==> config.mk <==
export PLATFORM = sky130hd
export DESIGN_NAME = pcnt_ctrl
export DESIGN_NICKNAME = d
export VERILOG_FILES = /design/src/hw/rtl/pcnt_pkg.sv /design/src/hw/rtl/pcnt_ctrl.sv
export SDC_FILE = /design/constraint.sdc
export NUM_CORES = 1
export LEC_CHECK = 0
export BUFFER_PORTS_ARGS = -buffer_cell sky130_fd_sc_hd__buf_2
export CAP_MARGIN = 5
export CORE_MARGIN = 10
export CORE_UTILIZATION = 28
export CTS_CLUSTER_DIAMETER = 60
export DETAILED_ROUTE_END_ITERATION = 8
export PLACE_DENSITY_LB_ADDON = 0.15
export SLEW_MARGIN = 40
export SYNTH_ARGS = -nofsm -noshare
export SYNTH_HDL_FRONTEND = slang
export SYNTH_SLANG_ARGS = --single-unit
==> constraint.sdc <==
create_clock -name clk -period 4.14 [get_ports clk]
set_input_delay 0.621 -clock clk [delete_from_list [all_inputs] [get_ports clk]]
set_output_delay 0.621 -clock clk [all_outputs]
set_load 0.005 [all_outputs]
==> src/hw/rtl/pcnt_pkg.sv <==
// ---------------------------------------------------------------------------
// pcnt_pkg
// Shared widths, constants and controller/datapath interface types for the
// odd-only bit-packed sieve prime counter.
// ---------------------------------------------------------------------------
package pcnt_pkg;

    localparam int BOUND_W = 21;
    localparam int COUNT_W = 17;
    localparam int DATA_W  = 24;                // tdata width, whole bytes
    localparam int WORD_W  = 32;                // odd numbers per store word
    localparam int SEL_W   = 5;                 // bit select within a word
    localparam int FACT_W  = 11;                // f*f <= top < 2**21 keeps f below 2048
    localparam int MULT_W  = 2 * FACT_W;        // room for f*f and a multiple plus 2f
    localparam int MAXN_W  = 33;

    localparam logic [MAXN_W-1:0] MAX_N = 33'd1048576;

    typedef struct packed {
        logic load;         // latch bound, top, last word; f = 3, k = 0
        logic clr_step;     // write cleared word k, k++
        logic fact_rd;      // read the word holding factor f
        logic fact_next;    // f += 2
        logic mark_start;   // multiple = f*f
        logic mark_issue;   // read word of multiple, multiple += 2f
        logic cnt_start;    // k = 0, count = 1
        logic cnt_issue;    // read word k for counting, k++
        logic out_load;     // load result payload
    } cmd_t;

    typedef struct packed {
        logic skip;         // bound out of range or below two
        logic k_last;       // word counter at last word in use
        logic sq_over;      // f*f > top
        logic fact_marked;  // factor f already marked composite
        logic mark_last;    // next multiple passes top
    } sts_t;

endpackage

==> src/hw/rtl/pcnt_ctrl.sv <==
// ---------------------------------------------------------------------------
// pcnt_ctrl
// Sequencer for the sieve: clear pass, factor loop with marking, counting
// pass, and the result register handshake.
// ---------------------------------------------------------------------------
module pcnt_ctrl
(
    input  logic           clk,
    input  logic           rst_n,
    input  logic           s_tvalid,
    output logic           s_tready,
    output logic           m_tvalid,
    input  logic           m_tready,
    input  pcnt_pkg::sts_t sts,
    output pcnt_pkg::cmd_t cmd
);

    typedef enum logic [3:0] {
        ST_IDLE,
        ST_CLEAR,
        ST_FSQ,
        ST_FTEST,
        ST_FREAD,
        ST_MARK,
        ST_DRAIN,
        ST_COUNT,
        ST_CDRAIN,
        ST_DONE
    } state_t;

    state_t state_reg, state_next;
    logic   out_valid_reg, out_valid_next;

    always_comb
    begin
        state_next     = state_reg;
        out_valid_next = out_valid_reg && !m_tready;
        cmd            = '0;
        case (state_reg)
            ST_IDLE:
            begin
                if (s_tvalid)
                begin
                    cmd.load   = 1'b1;
                    state_next = sts.skip ? ST_DONE : ST_CLEAR;
                end
            end
            ST_CLEAR:
            begin
                cmd.clr_step = 1'b1;
                if (sts.k_last)
                    state_next = ST_FSQ;
            end
            ST_FSQ:
            begin
                state_next = ST_FTEST;
            end
            ST_FTEST:
            begin
                if (sts.sq_over)
                begin
                    cmd.cnt_start = 1'b1;
                    state_next    = ST_COUNT;
                end
                else
                begin
                    cmd.fact_rd = 1'b1;
                    state_next  = ST_FREAD;
                end
            end
            ST_FREAD:
            begin
                if (sts.fact_marked)
                begin
                    cmd.fact_next = 1'b1;
                    state_next    = ST_FSQ;
                end
                else
                begin
                    cmd.mark_start = 1'b1;
                    state_next     = ST_MARK;
                end
            end
            ST_MARK:
            begin
                cmd.mark_issue = 1'b1;
                if (sts.mark_last)
                    state_next = ST_DRAIN;
            end
            ST_DRAIN:
            begin
                // last marking write lands this cycle
                cmd.fact_next = 1'b1;
                state_next    = ST_FSQ;
            end
            ST_COUNT:
            begin
                cmd.cnt_issue = 1'b1;
                if (sts.k_last)
                    state_next = ST_CDRAIN;
            end
            ST_CDRAIN:
            begin
                state_next = ST_DONE;
            end
            ST_DONE:
            begin
                if (!out_valid_reg || m_tready)
                begin
                    cmd.out_load   = 1'b1;
                    out_valid_next = 1'b1;
                    state_next     = ST_IDLE;
                end
            end
            default:
            begin
                state_next = ST_IDLE;
            end
        endcase
    end

    always_ff @(posedge clk or negedge rst_n)
    begin
        if (!rst_n)
        begin
            state_reg     <= ST_IDLE;
            out_valid_reg <= 1'b0;
        end
        else
        begin
            state_reg     <= state_next;
            out_valid_reg <= out_valid_next;
        end
    end

    assign s_tready = (state_reg == ST_IDLE);
    assign m_tvalid = out_valid_reg;

endmodule

==> results of run 1 <==
-- cell families after synthesis --
group,Yosys count,synth area share [%]
simple gates,24,33.2
buf+inv,6,8.00
mux,1,2.77
compound gates,14,25.2
flops,5,30.8
-- worst register-to-register path: stages (launching register included) --
cell and delay [ps]:
dfrtp_1 560, mux2_1 360, o22ai_1 140, and3b_1 250
o32ai_1 110
-- layout by cell type, fill, tap and decap left out, types with 2 or more instances in the layout --
master / synthesis / routed
buf_2: 2 / 19
nand2_1: 7 / 7
nor2_1: 5 / 5
dfrtp_1: 5 / 5
inv_1: 3 / 3
clkbuf_4: 0 / 3
nand2b_1: 2 / 2
nor4_1: 2 / 2
nor3_1: 2 / 2
o22ai_1: 2 / 2
o21ai_0: 2 / 2
-- final timing paths --
check                          endpoint  depth (start not counted)  slack (ps)
max                              cmd[0]                          4        1970
max in group asynchronous  state_reg[3]                          1        3830
min                        state_reg[1]                          1         180
max reg2reg                state_reg[1]                          4        2600
min in group clk               m_tvalid                          2         550
min reg2reg                    m_tvalid                          2         550
-- metrics by stage --
| step | instance area (µm²) | hold WS (ps) | std cells |
|---|---|---|---|
| 2_1_floorplan | 407 | 325 | 50 |
| 3_3_place_gp | 499 | 441 | 81 |
| 3_5_place_dp | 499 | 441 | 81 |
| 4_1_cts | 526 | 177 | 85 |
| 5_1_grt | 526 | 171 | 85 |
| 6_report | 526 | 178 | 85 |
-- layout make-up --
cell class	count	share of cell area (%)
clock buffers	4	5.00
inverters	3	2.14
multi-input cells	39	47.4
flip-flops and latches	5	23.8
well taps	15	3.57
repair buffers	19	18.1
-- per-layer routing --
layer  up-vias  share of wire (%)  wire, µm  track usage (%)
li1        223                  -         -                -
met1       208                 45       502             8.73
met2        15                 44       491             10.4
met3         4                9.1       103             4.36
met4         0                2.7        31             4.03
met5         -                  0         0                0
-- power by group --
part	internal, W	switching, W
sequential	0.0000711	0.0000508
clock	0.0000365	0.0000213
combinational	0.0000997	0.0000915
==> flow_metrics.env, run 1 <==
export IMPL_ant_nets=0
export IMPL_htree_levels=1
export IMPL_worst_path_buf_inv=1
export IMPL_syn_area_um2=407
export IMPL_critPathMaxFanout=10
export IMPL_cts_resized=0
export IMPL_ir_drop_mv=0.379
export IMPL_drc=0
export IMPL_drt_iter0_drc=10
export IMPL_synth_ff_type="dfrtp_1"
export IMPL_ys_top_cells_by_count="nand2_1, dfrtp_1, nor2_1"
export IMPL_dp_hpwl_um=896
export IMPL_cts_setup_buffers=0
export IMPL_die_y_um=58.1
export IMPL_ys_types=28
export IMPL_final_util_pct=39.4
export IMPL_vias=450
export IMPL_worstReg2RegStart="state_reg[2]"
export IMPL_outcome="complete, no violations"
export IMPL_register_area_um2=125
export IMPL_syn_inst=50
export IMPL_layout_drive_gt1_share_pct=35.7
export IMPL_final_hold_viol_count=0
export IMPL_cp_slowest_cell="dfrtp_1"
export IMPL_core_um2=1330
export IMPL_dieWidth_um=58.1
export IMPL_preCtsSetupSlack_ps=2250
export IMPL_async_reset_ff_share_pct=100
export IMPL_tns_ps=0
export IMPL_grt_total_usage_pct=7.49
export IMPL_slew_viol_final=0
export IMPL_worst_setup_path_start_kind="register"
export IMPL_rsz0062_at_grt="no"
export IMPL_power_density_nw_per_um2=706
export IMPL_insertion_delay_ps=250
export IMPL_worst_slew_pin_transition_ps=371
export IMPL_place_congestion=0.723
export IMPL_hold_buffers=0
export IMPL_initial_core_util_pct=30.5
export IMPL_wl_per_cell_um=13.3
export IMPL_synth_seq_cells=5
export IMPL_synth_seq_area_share_pct=30.8
export IMPL_multi_input_area_um2=249
export IMPL_setup_worst_path_class="reg -> out"
export IMPL_clkTransAtPathRegs_ps=40
export IMPL_dieArea_um2=3380
export IMPL_cts_tree="done"
export IMPL_p_leak_nw=0.284
export IMPL_gr_total_overflow=0
export IMPL_clk_path_buf_depth=2
export IMPL_timing_final_ws_setup_ps=1970
export IMPL_finalCriticalPeriod_ps=2170
export IMPL_num_fill_cells=154
export IMPL_io_pin_count=20
export IMPL_cp_required_ps=3520
export IMPL_io_buffers=19
export IMPL_syn2layout_area_growth_pct=29.2
export IMPL_routed_wl_mm=1.13
export IMPL_hp_class="in -> async"
export IMPL_yosys_area_top_type="dfrtp_1"
export IMPL_synth_area_per_cell_um2=8.13
export IMPL_fin_nets=80
export IMPL_synth_most_common_cell="nand2_1"
export IMPL_cts_buffers=3
export IMPL_crit_arrival_ps=1550
export IMPL_cts_root_buf="clkbuf_4"
export IMPL_vias_per_cell=5.29
export IMPL_fin_crit_sh_pct=52.4
export IMPL_synth_area_leaders="dfrtp_1, nand2_1, nor2_1, nand2b_4, nand2b_1"
export IMPL_largest_register_ffs=4
export IMPL_fin_skew_ps=0.338
export IMPL_critPathLaunch="state_reg[1]"
export IMPL_grt_max_degree=14
export IMPL_crit_family="simple AND/OR/NAND/NOR gates"
export IMPL_synth_edff_count=0
export IMPL_drv_cap=0
export IMPL_critical_path_max_stage_delay_ps=470
export IMPL_grt_pass1_vias=457
export IMPL_ys_warn_count=0
export IMPL_total_power_w=0.000371
export IMPL_cp_cell_sequence="nand2b_4 -> or3b_4 -> nor2b_1 -> buf_2"
export IMPL_num_rows=13
export IMPL_insertedDiodeCount=0
export IMPL_syn_num_nets=59
export IMPL_cts_sinks=5
export IMPL_grt_pass1_wl_mm=2.03
export IMPL_grt_antenna_before_repair=0
export IMPL_first_pass_iters=4
export IMPL_synth_top_area_share_pct=30.8
export IMPL_max_freq_ghz=0.461
export IMPL_relSlewSlack_pct=75.3
export IMPL_worstSetupEndpointType="output pin"
export IMPL_setup_viol=0
Note: power is estimated with default switching activity, not from simulation.
==> run 2: changes to the inputs <==
clock period = 2.01 ns   (was 4.14 ns; I/O delays follow)
==> flow_metrics.env, run 2 (synthesized netlist as in run 1, its figures left out) <==
export IMPL_outcome="complete, no violations"
export IMPL_fin_nets=81
export IMPL_core_um2=1330
export IMPL_relSlewSlack_pct=75.0
export IMPL_slew_viol_final=0
export IMPL_cp_cell_sequence="nand2b_4 -> or3b_4 -> nor2b_1 -> buf_2"
export IMPL_p_leak_nw=0.288
export IMPL_final_cell_mix="buf_2, nand2_1, nor2_1, dfrtp_1"
export IMPL_cp_required_ps=1710
export IMPL_grt_max_degree=14
export IMPL_worstSetupEndpointType="output pin"
export IMPL_preCtsSetupSlack_ps=446
export IMPL_dp_hpwl_um=888
export IMPL_grt_total_usage_pct=6.88
export IMPL_critPathMaxFanout=10
export IMPL_top_layer="met4"
export IMPL_drv_cap=0
export IMPL_dieWidth_um=58.1
export IMPL_min_to="state_reg[1]"
export IMPL_cts_tree="done"
export IMPL_vias_per_cell=5.35
export IMPL_setup_viol=0
export IMPL_fin_skew_ps=3.61
export IMPL_rsz0062_at_grt="no"
export IMPL_cts_sinks=5
export IMPL_worst_slew_pin_transition_ps=375
export IMPL_final_common_cell="buf_2"
export IMPL_wl_met3_um=145
export IMPL_dieArea_um2=3380
export IMPL_clkTransAtPathRegs_ps=40
export IMPL_ir_drop_mv=0.739
export IMPL_worstRegToRegCells=4
export IMPL_largest_register_ffs=4
export IMPL_final_hold_viol_count=0
export IMPL_drt_iter0_drc=5
export IMPL_syn2layout_area_growth_pct=31.7
export IMPL_max_freq_ghz=0.546
export IMPL_wl_met2_um=498
export IMPL_worst_setup_path_start_kind="register"
export IMPL_timing_final_ws_setup_ps=178
export IMPL_first_pass_iters=4
export IMPL_grt_pass1_vias=443
export IMPL_drc=0
export IMPL_gr_total_overflow=0
export IMPL_grt_pass1_wl_mm=1.87
export IMPL_cts_buffers=3
export IMPL_hold_path_depth=2
export IMPL_setup_worst_path_class="reg -> out"
export IMPL_tns_ps=0
export IMPL_layout_drive_gt1_share_pct=35.2
export IMPL_cts_root_buf="clkbuf_4"
export IMPL_num_rows=13
export IMPL_place_congestion=0.723
export IMPL_reg2reg_to="state_reg[0]"
export IMPL_insertedDiodeCount=0
export IMPL_hp_class="in -> reg"
export IMPL_die_y_um=58.1
export IMPL_routed_wl_mm=1.10
export IMPL_ant_nets=0
export IMPL_crit_arrival_ps=1530
export IMPL_fin_crit_sh_pct=91.2
export IMPL_initial_core_util_pct=30.5
export IMPL_min_delay_start="sts[3]"
export IMPL_io_pin_count=20
export IMPL_reg2reg_slack_ps=440
export IMPL_grt_antenna_before_repair=0
export IMPL_vias=460
export IMPL_htree_levels=1
export IMPL_worstReg2RegStart="state_reg[2]"
export IMPL_insertion_delay_ps=240
export IMPL_wl_per_cell_um=12.7
export IMPL_cp_slowest_cell="dfrtp_1"
export IMPL_cts_setup_buffers=0
export IMPL_finalCriticalPeriod_ps=1830
export IMPL_power_density_nw_per_um2=1410
export IMPL_wl_met1_um=436
export IMPL_io_buffers=19
export IMPL_clk_path_buf_depth=2
export IMPL_critical_path_max_stage_delay_ps=470
export IMPL_critPathLaunch="state_reg[1]"
==> run 2: where the power goes <==
| group | switching, W | internal [W] | leakage, nW | total (W) |
|---|---|---|---|---|
| combinational | 0.000186 | 0.000207 | 0.210 | 0.000393 |
| clock | 0.0000398 | 0.0000750 | 0.0150 | 0.000115 |
| sequential | 0.000103 | 0.000146 | 0.0631 | 0.000250 |
| total | 0.000330 | 0.000428 | 0.288 | 0.000758 |
==> run 2: metal layers <==
layer	global-route usage (%)	vias up
met3	5.01	2
met5	0	-
met2	9.82	24
met1	7.53	211
met4	3.02	0
li1	-	223
==> run 2: layout make-up <==
type / count / area, µm²
sequential: 5 / 125
inverter: 3 / 11.3
fill: 153 / 798
tap: 15 / 18.8
multi-input combinational: 39 / 249
clock buffer: 4 / 26.3
timing repair buffer: 20 / 105
==> run 2: worst max-delay path, delay by kind of cell, from the launching register on <==
family        cells  cell delay, ps
buf+inv           1             120
flops             1             470
simple gates      3             700
==> run 2: repair_timing <==
item	CTS	global route
resized for setup	0	0
hold buffers	1	0
endpoints found under the setup margin	0	0
endpoints found under the hold margin	5	0
==> run 2: how the worst max path moves through the flow <==
stage | slack, ps | depth (start not counted) | endpoint
floorplan | 570 | 4 | cmd[0]
global placement | 430 | 4 | state_reg[1]
detailed placement | 450 | 4 | cmd[0]
CTS | 160 | 4 | cmd[0]
global route | 100 | 4 | cmd[0]
finish | 180 | 4 | cmd[0]
==> run 2: stage by stage <==
| stage | utilization (%) | hold WS, ps | area, µm² | power, W | instances |
|---|---|---|---|---|---|
| 6_report | 40.2 | 288 | 536 | 0.000758 | 86 |
| 5_1_grt | 40.2 | 292 | 536 | 0.000843 | 86 |
| 4_1_cts | 40.2 | 283 | 536 | 0.000773 | 86 |
| 3_5_place_dp | 37.4 | 123 | 499 | 0.000648 | 81 |
| 3_3_place_gp | 37.4 | 120 | 499 | 0.000660 | 81 |
| 2_1_floorplan | - | 5.91 | 407 | 0.000548 | 50 |
